==> src/design/ucm_pkg.sv <==
package ucm_pkg;

  typedef logic [20:0] ucm_rune_t;

  typedef struct packed {
    logic [7:0] in_byte;
    logic       string_end;
  } ucm_in_t;

  typedef struct packed {
    logic [7:0] out_byte;
    logic       byte_valid;
    logic       rune_last;
    logic       string_done;
  } ucm_out_t;

  // One step's worth of output: up to four encoded bytes, a bare end marker, or both.
  typedef struct packed {
    logic [3:0][7:0] bytes;
    logic [1:0]      last_idx;
    logic            has_data;
    logic            done;
  } ucm_rec_t;

  function automatic ucm_rune_t ucm_map_upper(input ucm_rune_t r);
    ucm_rune_t m;
    m = r;
    if (r >= 21'h61 && r <= 21'h7A) begin
      m = r - 21'h20;
    end else if ((r >= 21'hE0 && r <= 21'hF6) || (r >= 21'hF8 && r <= 21'hFE)) begin
      m = r - 21'h20;
    end else if (r == 21'hFF) begin
      m = 21'h178;
    end else if (r >= 21'h3B1 && r <= 21'h3C1) begin
      m = r - 21'h20;
    end else if (r == 21'h3C2) begin
      m = 21'h3A3;
    end else if (r >= 21'h3C3 && r <= 21'h3CB) begin
      m = r - 21'h20;
    end else if (r == 21'h3AC) begin
      m = 21'h386;
    end else if (r >= 21'h3AD && r <= 21'h3AF) begin
      m = r - 21'h25;
    end else if (r == 21'h3CC) begin
      m = 21'h38C;
    end else if (r == 21'h3CD || r == 21'h3CE) begin
      m = r - 21'h3F;
    end else if (r >= 21'h430 && r <= 21'h44F) begin
      m = r - 21'h20;
    end else if (r >= 21'h561 && r <= 21'h586) begin
      m = r - 21'h30;
    end else if ((r >= 21'h100 && r <= 21'h12F) || (r >= 21'h14A && r <= 21'h177)) begin
      m = {r[20:1], 1'b0};
    end
    return m;
  endfunction

  function automatic ucm_rune_t ucm_map_lower(input ucm_rune_t r);
    ucm_rune_t m;
    m = r;
    if (r >= 21'h41 && r <= 21'h5A) begin
      m = r + 21'h20;
    end else if ((r >= 21'hC0 && r <= 21'hD6) || (r >= 21'hD8 && r <= 21'hDE)) begin
      m = r + 21'h20;
    end else if (r == 21'h178) begin
      m = 21'hFF;
    end else if ((r >= 21'h391 && r <= 21'h3A1) || (r >= 21'h3A3 && r <= 21'h3AB)) begin
      m = r + 21'h20;
    end else if (r == 21'h386) begin
      m = 21'h3AC;
    end else if (r >= 21'h388 && r <= 21'h38A) begin
      m = r + 21'h25;
    end else if (r == 21'h38C) begin
      m = 21'h3CC;
    end else if (r == 21'h38E || r == 21'h38F) begin
      m = r + 21'h3F;
    end else if (r >= 21'h410 && r <= 21'h42F) begin
      m = r + 21'h20;
    end else if (r >= 21'h531 && r <= 21'h556) begin
      m = r + 21'h30;
    end else if ((r >= 21'h100 && r <= 21'h12F) || (r >= 21'h14A && r <= 21'h177)) begin
      m = {r[20:1], 1'b1};
    end
    return m;
  endfunction

endpackage

==> src/design/ucm_decoder.sv <==
module ucm_decoder (
  input  logic              clk,
  input  logic              rst_n,
  input  logic              step,
  input  logic [7:0]        in_byte,
  input  logic              string_end,
  input  logic              mode_upper,
  output logic              emit,
  output ucm_pkg::ucm_rec_t rec
);
  import ucm_pkg::*;

  ucm_rune_t  acc_r, acc_nxt;
  logic [1:0] left_r, left_nxt;
  logic [1:0] len_r, len_nxt;
  logic       stop_r, stop_nxt;
  logic       done;
  ucm_rune_t  mapped;

  always_comb begin
    acc_nxt  = acc_r;
    left_nxt = left_r;
    len_nxt  = len_r;
    stop_nxt = stop_r;
    done     = 1'b0;
    if (!stop_r) begin
      if (left_r == 2'd0) begin
        if (in_byte == 8'h00) begin
          stop_nxt = 1'b1;
        end else if (in_byte < 8'h80) begin
          acc_nxt = {13'd0, in_byte};
          len_nxt = 2'd0;
          done    = 1'b1;
        end else if (in_byte >= 8'hC2 && in_byte <= 8'hDF) begin
          acc_nxt  = {16'd0, in_byte[4:0]};
          len_nxt  = 2'd1;
          left_nxt = 2'd1;
        end else if (in_byte >= 8'hE0 && in_byte <= 8'hEF) begin
          acc_nxt  = {17'd0, in_byte[3:0]};
          len_nxt  = 2'd2;
          left_nxt = 2'd2;
        end else if (in_byte >= 8'hF0 && in_byte <= 8'hF4) begin
          acc_nxt  = {18'd0, in_byte[2:0]};
          len_nxt  = 2'd3;
          left_nxt = 2'd3;
        end else begin
          stop_nxt = 1'b1;
        end
      end else if (in_byte[7:6] != 2'b10) begin
        stop_nxt = 1'b1;
        left_nxt = 2'd0;
      end else begin
        acc_nxt  = {acc_r[14:0], in_byte[5:0]};
        left_nxt = left_r - 2'd1;
        if (left_r == 2'd1) begin
          // Overlong, surrogate and out-of-range forms drop the rune and halt decoding until the string ends.
          if (len_r == 2'd2) begin
            done = (acc_nxt >= 21'h800) && (acc_nxt < 21'hD800 || acc_nxt > 21'hDFFF);
          end else if (len_r == 2'd3) begin
            done = (acc_nxt >= 21'h10000) && (acc_nxt <= 21'h10FFFF);
          end else begin
            done = 1'b1;
          end
          stop_nxt = !done;
        end
      end
    end

    mapped = mode_upper ? ucm_map_upper(acc_nxt) : ucm_map_lower(acc_nxt);

    rec          = '0;
    rec.has_data = done;
    rec.done     = string_end;
    if (done) begin
      rec.last_idx = len_nxt;
      unique case (len_nxt)
        2'd0: begin
          rec.bytes[0] = {1'b0, mapped[6:0]};
        end
        2'd1: begin
          rec.bytes[0] = {3'b110, mapped[10:6]};
          rec.bytes[1] = {2'b10, mapped[5:0]};
        end
        2'd2: begin
          rec.bytes[0] = {4'b1110, mapped[15:12]};
          rec.bytes[1] = {2'b10, mapped[11:6]};
          rec.bytes[2] = {2'b10, mapped[5:0]};
        end
        2'd3: begin
          rec.bytes[0] = {5'b11110, mapped[20:18]};
          rec.bytes[1] = {2'b10, mapped[17:12]};
          rec.bytes[2] = {2'b10, mapped[11:6]};
          rec.bytes[3] = {2'b10, mapped[5:0]};
        end
        default: begin
          rec.bytes = '0;
        end
      endcase
    end
    emit = done || string_end;

    if (string_end) begin
      acc_nxt  = '0;
      left_nxt = 2'd0;
      len_nxt  = 2'd0;
      stop_nxt = 1'b0;
    end
  end

  always_ff @(posedge clk) begin
    if (!rst_n) begin
      acc_r  <= '0;
      left_r <= 2'd0;
      len_r  <= 2'd0;
      stop_r <= 1'b0;
    end else if (step) begin
      acc_r  <= acc_nxt;
      left_r <= left_nxt;
      len_r  <= len_nxt;
      stop_r <= stop_nxt;
    end
  end

endmodule

==> src/design/utf8_case_mapper.sv <==
// Channel  Direction  Payload      Handshake
// in_      input      ucm_in_t     in_valid / in_ready
// out_     output     ucm_out_t    out_valid / out_ready
// cfg_     input      mode_upper   cfg_wr_en, no wait
//
// A request enters the input register, is decoded and case-mapped from there and lands
// in the result register, which presents one byte per cycle while out_ready is high.
// One request a cycle is sustained while out_ready is high; a rune of n bytes holds
// the result register until all are taken, overlapping the following rune's lead bytes.
// Reset is synchronous and clears the rune state, both valid flags and selects upper case.
// A stall on out_ready backs up into in_ready once the request waiting in the input
// register needs the result register.
module utf8_case_mapper (
  input  logic              clk,
  input  logic              rst_n,
  input  logic              in_valid,
  output logic              in_ready,
  input  ucm_pkg::ucm_in_t  in_data,
  output logic              out_valid,
  input  logic              out_ready,
  output ucm_pkg::ucm_out_t out_data,
  input  logic              cfg_wr_en,
  input  logic              cfg_wr_data
);
  import ucm_pkg::*;

  logic       mode_r;
  logic       inq_vld_r;
  ucm_in_t    inq_r;
  logic       rec_vld_r;
  ucm_rec_t   rec_r;
  logic [1:0] idx_r;

  logic       emit;
  ucm_rec_t   rec_new;
  logic       out_fire;
  logic       rec_last_take;
  logic       step;

  ucm_decoder u_dec (
    .clk        (clk),
    .rst_n      (rst_n),
    .step       (step),
    .in_byte    (inq_r.in_byte),
    .string_end (inq_r.string_end),
    .mode_upper (mode_r),
    .emit       (emit),
    .rec        (rec_new)
  );

  always_comb begin
    out_fire      = out_valid && out_ready;
    rec_last_take = out_fire && (idx_r == rec_r.last_idx);
    step          = inq_vld_r && (!emit || !rec_vld_r || rec_last_take);
    in_ready      = !inq_vld_r || step;

    out_valid            = rec_vld_r;
    out_data.out_byte    = rec_r.has_data ? rec_r.bytes[idx_r] : 8'h00;
    out_data.byte_valid  = rec_r.has_data;
    out_data.rune_last   = (idx_r == rec_r.last_idx);
    out_data.string_done = rec_r.done && (idx_r == rec_r.last_idx);
  end

  always_ff @(posedge clk) begin
    if (!rst_n) begin
      mode_r <= 1'b1;
    end else if (cfg_wr_en) begin
      mode_r <= cfg_wr_data;
    end
  end

  always_ff @(posedge clk) begin
    if (!rst_n) begin
      inq_vld_r <= 1'b0;
    end else if (in_ready) begin
      inq_vld_r <= in_valid;
    end
  end

  always_ff @(posedge clk) begin
    if (in_valid && in_ready) begin
      inq_r <= in_data;
    end
  end

  always_ff @(posedge clk) begin
    if (!rst_n) begin
      rec_vld_r <= 1'b0;
      idx_r     <= 2'd0;
    end else if (step && emit) begin
      rec_vld_r <= 1'b1;
      idx_r     <= 2'd0;
    end else if (rec_last_take) begin
      rec_vld_r <= 1'b0;
      idx_r     <= 2'd0;
    end else if (out_fire) begin
      idx_r <= idx_r + 2'd1;
    end
  end

  always_ff @(posedge clk) begin
    if (step && emit) begin
      rec_r <= rec_new;
    end
  end

endmodule

==> config.mk <==
export PLATFORM = sky130hd
export DESIGN_NAME = utf8_case_mapper
export DESIGN_NICKNAME = d
export VERILOG_FILES = /design/src/design/ucm_pkg.sv /design/src/design/ucm_decoder.sv /design/src/design/utf8_case_mapper.sv
export SDC_FILE = /design/constraint.sdc
export NUM_CORES = 1
export LEC_CHECK = 0
export BUFFER_PORTS_ARGS = -buffer_cell sky130_fd_sc_hd__buf_4
export CAP_MARGIN = 40
export CORE_MARGIN = 2
export CORE_UTILIZATION = 45
export DETAILED_ROUTE_END_ITERATION = 10
export GPL_ROUTABILITY_DRIVEN = 0
export GPL_TIMING_DRIVEN = 1
export HOLD_SLACK_MARGIN = 0.02
export SYNTH_ARGS = -nofsm -noshare
export SYNTH_HDL_FRONTEND = slang
export SYNTH_HIERARCHICAL = 1
export SYNTH_SLANG_ARGS = --single-unit
==> constraint.sdc <==
create_clock -name clk -period 8.1 [get_ports clk]
set_input_delay 0.405 -clock clk [delete_from_list [all_inputs] [get_ports clk]]
set_output_delay 0.405 -clock clk [all_outputs]
set_load 0.02 [all_outputs]
# After elaboration in Yosys (flattened, before gate mapping)
# Index checks and enable logic that the tools add are counted.
# word_totals
output_inout_bits	13
latch_bits	0
register_bits	76
mem_bits_ro	0
memories	0
in_bits	15
elab_cells	234
ram_bits	0
# op_classes
n_eq_ne	23
multipliers	0
n_reduce_logical	51
muxes	82
n_div	0
n_bitwise	1
n_shift	0
add_sub_neg	10
order_cmp	49
# op_table
cell	count
2-to-1 mux 21 bit	32
equality test 21 x 10 -> 1 bit (second input constant)	9
greater-or-equal comparator 21 x 10 -> 1 bit (second input constant)	6
less-or-equal comparator 21 x 10 -> 1 bit (second input constant)	6
adder 21 x 6 -> 21 bit (second input constant)	4
greater-or-equal comparator 21 x 11 -> 1 bit (second input constant)	4
greater-or-equal comparator 21 x 8 -> 1 bit (second input constant)	4
less-or-equal comparator 21 x 11 -> 1 bit (second input constant)	4
less-or-equal comparator 21 x 8 -> 1 bit (second input constant)	4
subtractor 21 x 6 -> 21 bit (second input constant)	4
greater-or-equal comparator 21 x 7 -> 1 bit (second input constant)	2
greater-or-equal comparator 21 x 9 -> 1 bit (second input constant)	2
less-or-equal comparator 21 x 7 -> 1 bit (second input constant)	2
less-or-equal comparator 21 x 9 -> 1 bit (second input constant)	2
2-to-1 mux 2 bit	17
one-hot mux 8 bit (4 select lines)	1
logical AND 1 bit	29
2-to-1 mux 1 bit	26
greater-or-equal comparator 8 bit (second input constant)	3
less-or-equal comparator 8 bit (second input constant)	3
2-to-1 mux 8 bit	3
one-hot mux 8 bit (3 select lines)	1
equality test 21 x 8 -> 1 bit (second input constant)	1
equality test 21 x 9 -> 1 bit (second input constant)	1
other kinds (26)	46

# Depth between registers and ports, before layout
# logic_depth
depth_word	27
mapped_depth	23
depth_no_buf	20

# By module
# Netlist, hierarchy kept.
# by_module_without_submodules
module	cells_each	area_per_inst_um2	instances	seq_area_each_um2
ucm_decoder	840	5447.7	1	520.5
utf8_case_mapper	97	1919.3	1	1451.4

# Least setup slack after synthesis
# Ideal clock, no wire load.
# synth_path
path_kind	register -> register
start	register inq_r[4] (netlist name)
end	register rec_r[12] (netlist name) (data pin)
synth_period_minus_slack_ps	4982
t_arrival_ps	4838
stages_incl_launch_ff	23
slack_ps	3118
required_time_ps	7956
cell_sequence	edfxtp_1 > buf_2 > o211ai_2 > o22ai_2 > a21boi_1 > clkbuf_1 > nor2_1 > a32o_1 > buf_2 > inv_1 > ha_1 > clkbuf_1 > nand2_1 > o221ai_1 > a21oi_1 > or4_1 > buf_2 > o211a_1 > or3_4 > nand2_1 > a221oi_1 > a211o_1 > a21oi_2
# synth_between
elab_chain_cells	27
word_cells_on_any_way	154
classes_between	add/sub: 8; order compare: 48; eq/ne: 14; mux: 53; reduce/logical: 31
# synth_lines
element	line	rtl
start: declaration	utf8_case_mapper.sv:29	ucm_in_t inq_r;
start signal: assignment	utf8_case_mapper.sv:82	inq_r <= in_data;
greater-or-equal comparator 8 bit / less-or-equal comparator 8 bit (equally long branches)	ucm_decoder.sv:42	end else if (in_byte >= 8'hF0 && in_byte <= 8'hF4) begin
logical AND 1 bit	ucm_decoder.sv:42	
2-to-1 mux 21 bit	ucm_decoder.sv:42	
2-to-1 mux 21 bit	ucm_decoder.sv:38	end else if (in_byte >= 8'hE0 && in_byte <= 8'hEF) begin
2-to-1 mux 21 bit	ucm_decoder.sv:34	end else if (in_byte >= 8'hC2 && in_byte <= 8'hDF) begin
2-to-1 mux 21 bit	ucm_decoder.sv:30	end else if (in_byte < 8'h80) begin
2-to-1 mux 21 bit	ucm_decoder.sv:28	if (in_byte == 8'h00) begin
2-to-1 mux 21 bit	ucm_decoder.sv:27	if (left_r == 2'd0) begin
(+11 left out)	-	
2-to-1 mux 21 bit	ucm_pkg.sv:38	end else if (r >= 21'h3C3 && r <= 21'h3CB) begin
2-to-1 mux 21 bit	ucm_pkg.sv:36	end else if (r == 21'h3C2) begin
2-to-1 mux 21 bit	ucm_pkg.sv:34	end else if (r >= 21'h3B1 && r <= 21'h3C1) begin
2-to-1 mux 21 bit	ucm_pkg.sv:32	end else if (r == 21'hFF) begin
2-to-1 mux 21 bit	ucm_pkg.sv:30	end else if ((r >= 21'hE0 && r <= 21'hF6) || (r >= 21'hF8 && r <= 21'hFE)) begin
2-to-1 mux 21 bit	ucm_pkg.sv:28	if (r >= 21'h61 && r <= 21'h7A) begin
2-to-1 mux 21 bit	ucm_decoder.sv:69	mapped = mode_upper ? ucm_map_upper(acc_nxt) : ucm_map_lower(acc_nxt);
one-hot mux 8 bit (3 select lines)	ucm_decoder.sv:76	unique case (len_nxt)
end signal: assignment	utf8_case_mapper.sv:103	rec_r <= rec_new;
end: declaration	utf8_case_mapper.sv:31	ucm_rec_t rec_r;
# Parallel ways exist; a longest one is shown, timed or not. The select of a mux whose other input is x is not followed.
# A chain may end at the register's enable or synchronous reset.

# Worst setup path in the final report
# layout_path
start	register inq_r[8] (netlist name)
end	register rec_r[4] (netlist name) (data pin)
# layout_between
elab_chain_cells	27
word_cells_on_any_way	141
classes_between	add/sub: 8; order compare: 43; eq/ne: 15; mux: 46; reduce/logical: 29
# layout_lines
element	line
greater-or-equal comparator 8 bit / less-or-equal comparator 8 bit (equally long branches)	ucm_decoder.sv:42
logical AND 1 bit	ucm_decoder.sv:42
2-to-1 mux 21 bit	ucm_decoder.sv:42
2-to-1 mux 21 bit	ucm_decoder.sv:38
2-to-1 mux 21 bit	ucm_decoder.sv:34
2-to-1 mux 21 bit	ucm_decoder.sv:30
2-to-1 mux 21 bit	ucm_decoder.sv:28
2-to-1 mux 21 bit	ucm_decoder.sv:27
(+11 left out)	-
2-to-1 mux 21 bit	ucm_pkg.sv:38
2-to-1 mux 21 bit	ucm_pkg.sv:36
2-to-1 mux 21 bit	ucm_pkg.sv:34
2-to-1 mux 21 bit	ucm_pkg.sv:32
2-to-1 mux 21 bit	ucm_pkg.sv:30
2-to-1 mux 21 bit	ucm_pkg.sv:28
2-to-1 mux 21 bit	ucm_decoder.sv:69
one-hot mux 8 bit (4 select lines)	ucm_decoder.sv:76
# Parallel ways exist; a longest one is shown, timed or not.

==> impl_summary.md <==
Synth
After synthesis the cells add up to 7370 sq um. The count of different cell masters after synthesis is 95. The post-synthesis share of cell area spent on and, or, nand and nor gates is 26.5%. After synthesis, the largest family of logic cells by area is compound AO/OA/AOI/OAI gates. The adder-cell area share of the yosys netlist is 2.72%.

After synthesis, the share of flip-flops with an asynchronous set or reset is 0%. After synthesis the netlist holds a flip-flop and latch count of 76. Ranked by total cell area, the synthesized netlist is headed by sky130_fd_sc_hd__edfxtp_1 (18%), sky130_fd_sc_hd__dfxtp_1 (8.4%), sky130_fd_sc_hd__nand2_1 (5.4%). The synthesized netlist devotes 31.6% of its cell area to compound gates.

In the synthesized netlist the dominant register cell turns out to be sky130_fd_sc_hd__edfxtp_1. The most area-hungry cell type in the Yosys netlist is sky130_fd_sc_hd__edfxtp_1. The xor/xnor cell area share of the yosys netlist is 1.43%.

Sequential elements use 26.8% of the synthesized area. The share of the synthesized area in the top cell type is 18.3%. Counting flops with a built-in enable in the synthesized netlist gives 45. The instance count of the mapped netlist is 937. Yosys printed 6 warnings.

The synthesized area per cell is 7.86 sq um. The share of cell area taken by muxes after synthesis is 3.72%.

Floorplanning
The standard-cell row count is 46. For this configuration, the core starts out at a cell density of 46.2%. The die boundary width is 132 microns.

The die covers 17400 sq um. The region available for standard cell placement spans 15900 sq um. Pin placement for this block handled 28 I/O pins. The die is 132 microns tall.

Timing
The tightest slew margin relative to the limit is 37.3%. The clock arrives with 0.00695 ns of skew. Setup violations remaining at the end of the flow were counted as 0. Once routing completed, OpenROAD measured the worst setup slack at 1.58 ns.

For the pin with the worst max-slew slack, the measured transition is 0.936 ns. The clock period minus worst slack is 6.52 ns. The number of slew-limit violations in the final report is 0. The worst path uses 80.5% of the clock period. Setup repair after global routing left no endpoint under its margin. The fmax is 0.153 GHz. The number of failing hold endpoints at the final stage is 0. Summed over all failing endpoints, the final setup total negative slack is 0 ns.

Global route
The total grt overflow is 0. The via count of the first global-routing pass is 7283. The number of antenna violations at the first check in global routing came to 0. The pin count of the biggest net entering global routing is 34. The first-pass GRT wire length is 41600 microns.

Global routing consumed, over all layers together, 30.1% of the routing resources.

Clock network
The cell at the root of the clock tree is sky130_fd_sc_hd__clkbuf_16. TritonCTS created 9 clock buffers. The CTS tree is built. In this run, post-CTS repair resized a total of 0 instances.

CTS built an H-tree with a depth of 3. The clock-pin slew reported for the worst setup and hold paths after clock tree synthesis is 0.06 ns. For the worst-skew pair, the clock arrives at the later sink with an insertion delay of 0.34 ns. In this run, post-CTS hold repair placed 0 buffers. The total number of clock tree sinks is 76.

The number of buffers on the longest clock path is 2. The post-CTS repair timing setup buffer count is 0.

Worst hold path
Along the worst hold path, the cell count comes to 1. The path category of the worst min-delay check is input pin to register. The launch instance of the worst min-delay path is in_data[3]. The hold-critical path endpoint is inq_r[3].

Critical path
The required arrival time at the worst endpoint is 8.17 ns. Along the worst path, the maximum fanout reaches 21. The longest individual stage delay on the worst path is 0.77 ns. The startpoint identified for the worst register-to-register timing path is inq_r[8]. The worst register-to-register path has a setup slack of 1.58 ns.

The endpoint arrival time on the critical path is 6.59 ns. The critical path capture point type is a register. The slowest stage of the critical path belongs to the cell sky130_fd_sc_hd__edfxtp_1. Traced cell by cell, the critical path runs through nor2b_2 > nor2_1 > a21boi_1 > buf_4 > nor2_1 > a32o_1 > inv_1 > ha_1 > o221ai_1 > a21oi_1 > or4_1 > nand3_1 > a311o_1 > a21oi_1 > o31ai_1 > o221a_1 > a21oi_1. The worst register-to-register path ends at rec_r[4]. The kind of start point of the critical path is a register. Counting both buffers and inverters, the worst setup path holds a total of 2. The kind of cell adding the most delay to the critical path is compound AO/OA/AOI/OAI gates. The worst setup path is of the register to register kind. The number of cells on the worst reg-to-reg path is 17. The most used cell along the critical path is sky130_fd_sc_hd__a21oi_1.

Routing
The remaining routing DRC violations is 0. After the first detailed-routing iteration, the DRC count stood at 1397. The detailed router placed 7959 vias in this run. The detail-routed net length per standard cell is 23.5 microns.

Using the TritonRoute via totals, the vias-per-cell ratio works out to 6.96. The pre-antenna-repair detailed-routing pass consisted of 7 iterations. In this run the remaining antenna-violating nets after routing total 0. The wire length after detailed routing is 26900 microns.

Final layout
In the final design database the tool counted 954 nets. The leading cell type in the layout, fill and taps excluded is sky130_fd_sc_hd__nand2_1. The post-route netlist has 11.7% of its cells at a drive strength greater than 1. Relative to the synthesized area, the layout overhead comes to 7.69%.

The library cells used most frequently in the layout, excluding fill and tap cells, are sky130_fd_sc_hd__nand2_1 (106), sky130_fd_sc_hd__nor2_1 (64), sky130_fd_sc_hd__a21oi_1 (49), sky130_fd_sc_hd__o21ai_0 (47), sky130_fd_sc_hd__edfxtp_1 (45). At the end of the flow the core is filled with cells to 49.8%. The number of antenna diodes in the final layout is 0.

Once layout is complete, the cells apart from fillers number 1144.

Placement
The number of buffers inserted by port buffering is 27. At the placement stage, the worst setup path has a slack of 1.91 ns. The total placed cells including tap cells is 1128.

Once detailed placement completed, the half-perimeter wirelength came to 19500 microns.

Run
The number of maximum-capacitance violations is 0.

Status
The run finished with clean final reports.

Power and ir drop
The analysis attributes to cell leakage a power of 0.00278 uW. Power comes to 1260 uW. The power per standard cell area is 158 nW/um^2. The worst IR drop on VDD is 0.109 mV.
## final cells by class
type,instances,area (sq um)
Inverter,47,176
Clock inverter,7,75.1
Multi-Input combinational cell,749,4890
Sequential cell,76,1970
Timing Repair Buffer,40,320
Tap cell,216,270
Fill cell,1544,8010
Clock buffer,9,225
## worst max path at each step
stage          cells after the start        end     start  slack, ns
2_1_floorplan                     22  rec_r[12]  inq_r[4]       3.12
3_3_place_gp                      18  rec_r[12]  inq_r[8]       1.82
3_5_place_dp                      17   rec_r[4]  inq_r[8]       1.91
4_1_cts                           17   rec_r[4]  inq_r[8]       1.91
5_1_grt                           19  rec_r[12]  inq_r[8]       1.30
6_report                          17   rec_r[4]  inq_r[8]       1.58
## Yosys cell counts, types with 5 or more instances
| master | instances |
|---|---|
| sky130_fd_sc_hd__o21ai_0 | 47 |
| sky130_fd_sc_hd__o2111ai_1 | 5 |
| sky130_fd_sc_hd__a211oi_1 | 12 |
| sky130_fd_sc_hd__nor3_1 | 25 |
| sky130_fd_sc_hd__a2111oi_0 | 6 |
| sky130_fd_sc_hd__inv_2 | 6 |
| sky130_fd_sc_hd__edfxtp_1 | 45 |
| sky130_fd_sc_hd__and2_1 | 35 |
| sky130_fd_sc_hd__inv_1 | 41 |
| sky130_fd_sc_hd__a211o_1 | 8 |
| sky130_fd_sc_hd__and3_1 | 15 |
| sky130_fd_sc_hd__a221oi_1 | 5 |
| sky130_fd_sc_hd__nor2_1 | 65 |
| sky130_fd_sc_hd__a22oi_1 | 14 |
| sky130_fd_sc_hd__dfxtp_1 | 31 |
| sky130_fd_sc_hd__or2_2 | 5 |
| sky130_fd_sc_hd__nand4_1 | 11 |
| sky130_fd_sc_hd__o22ai_1 | 29 |
| sky130_fd_sc_hd__nor4_1 | 12 |
| sky130_fd_sc_hd__o21a_1 | 8 |
| sky130_fd_sc_hd__mux2i_1 | 6 |
| sky130_fd_sc_hd__a21boi_0 | 5 |
| sky130_fd_sc_hd__clkbuf_1 | 30 |
| sky130_fd_sc_hd__o21ai_1 | 9 |
| sky130_fd_sc_hd__o221ai_1 | 5 |
| sky130_fd_sc_hd__buf_1 | 5 |
| sky130_fd_sc_hd__or3_1 | 9 |
| sky130_fd_sc_hd__or4_1 | 5 |
| sky130_fd_sc_hd__nand3_1 | 38 |
| sky130_fd_sc_hd__o211ai_1 | 12 |
| sky130_fd_sc_hd__nand2_1 | 106 |
| sky130_fd_sc_hd__buf_2 | 19 |
| sky130_fd_sc_hd__a21oi_1 | 49 |
| sky130_fd_sc_hd__a41oi_1 | 5 |
| sky130_fd_sc_hd__mux4_2 | 5 |
| sky130_fd_sc_hd__a31oi_1 | 17 |
| sky130_fd_sc_hd__nand2b_1 | 7 |
| sky130_fd_sc_hd__xnor2_1 | 11 |
| sky130_fd_sc_hd__ha_1 | 16 |
| sky130_fd_sc_hd__a21o_1 | 8 |
| sky130_fd_sc_hd__o31ai_1 | 14 |
| sky130_fd_sc_hd__nor2b_1 | 13 |
| sky130_fd_sc_hd__buf_4 | 8 |
## state kept, by name, indices dropped and copies added (netlist names)
signal / flops
rec_r: 35
u_dec/acc_r: 21
inq_r: 9
idx_r: 2
u_dec/left_r: 2
u_dec/len_r: 2
inq_vld_r: 1
mode_r: 1
out_data: 1
out_valid: 1
u_dec/stop_r: 1
## metal layers
layer | wire length (microns) | global-route usage, % | share of wire [%] | vias up
li1 | - | - | - | 3551
met5 | 0 | 0 | 0 | -
met4 | 1250 | 14.8 | 4.6 | 0
met2 | 11500 | 44.3 | 43 | 616
met3 | 2820 | 4.27 | 10 | 113
met1 | 11300 | 43.2 | 42 | 3679
## power breakdown
part	internal, uW	switching, uW	total [uW]
sequential	425	18.0	443
combinational	124	283	407
clock	241	165	405
## worst reg2reg max path: stages (launching register included)
cell	delay, ns
sky130_fd_sc_hd__edfxtp_1	0.77
sky130_fd_sc_hd__nor2b_2	0.52
sky130_fd_sc_hd__nor2_1	0.11
sky130_fd_sc_hd__a21boi_1	0.15
sky130_fd_sc_hd__buf_4	0.20
sky130_fd_sc_hd__nor2_1	0.49
sky130_fd_sc_hd__a32o_1	0.57
sky130_fd_sc_hd__inv_1	0.36
sky130_fd_sc_hd__ha_1	0.50
sky130_fd_sc_hd__o221ai_1	0.26
sky130_fd_sc_hd__a21oi_1	0.05
sky130_fd_sc_hd__or4_1	0.64
sky130_fd_sc_hd__nand3_1	0.35
sky130_fd_sc_hd__a311o_1	0.17
sky130_fd_sc_hd__a21oi_1	0.04
sky130_fd_sc_hd__o31ai_1	0.73
sky130_fd_sc_hd__o221a_1	0.30
sky130_fd_sc_hd__a21oi_1	0.04
## per-stage QoR
step / hold slack [ns] / area [sq um]
CTS: 0.236 / 7930
global placement: 0.478 / 7600
global route: 0.232 / 7930
detailed placement: 0.483 / 7630
floorplan: 0.461 / 7370
finish: 0.243 / 7930
## cell families (layout without fill, tap and decap cells)
logic type / Yosys count / count (layout)
adder cells (fa/ha/maj): 16 / 16
other: 1 / 3
multiplexers: 16 / 16
buffers and inverters: 114 / 103
AO/OA/AOI/OAI: 327 / 327
XOR/XNOR: 12 / 12
AND/OR/NAND/NOR: 375 / 375
flip-flops: 76 / 76
Power figures use the tool's default switching activity.
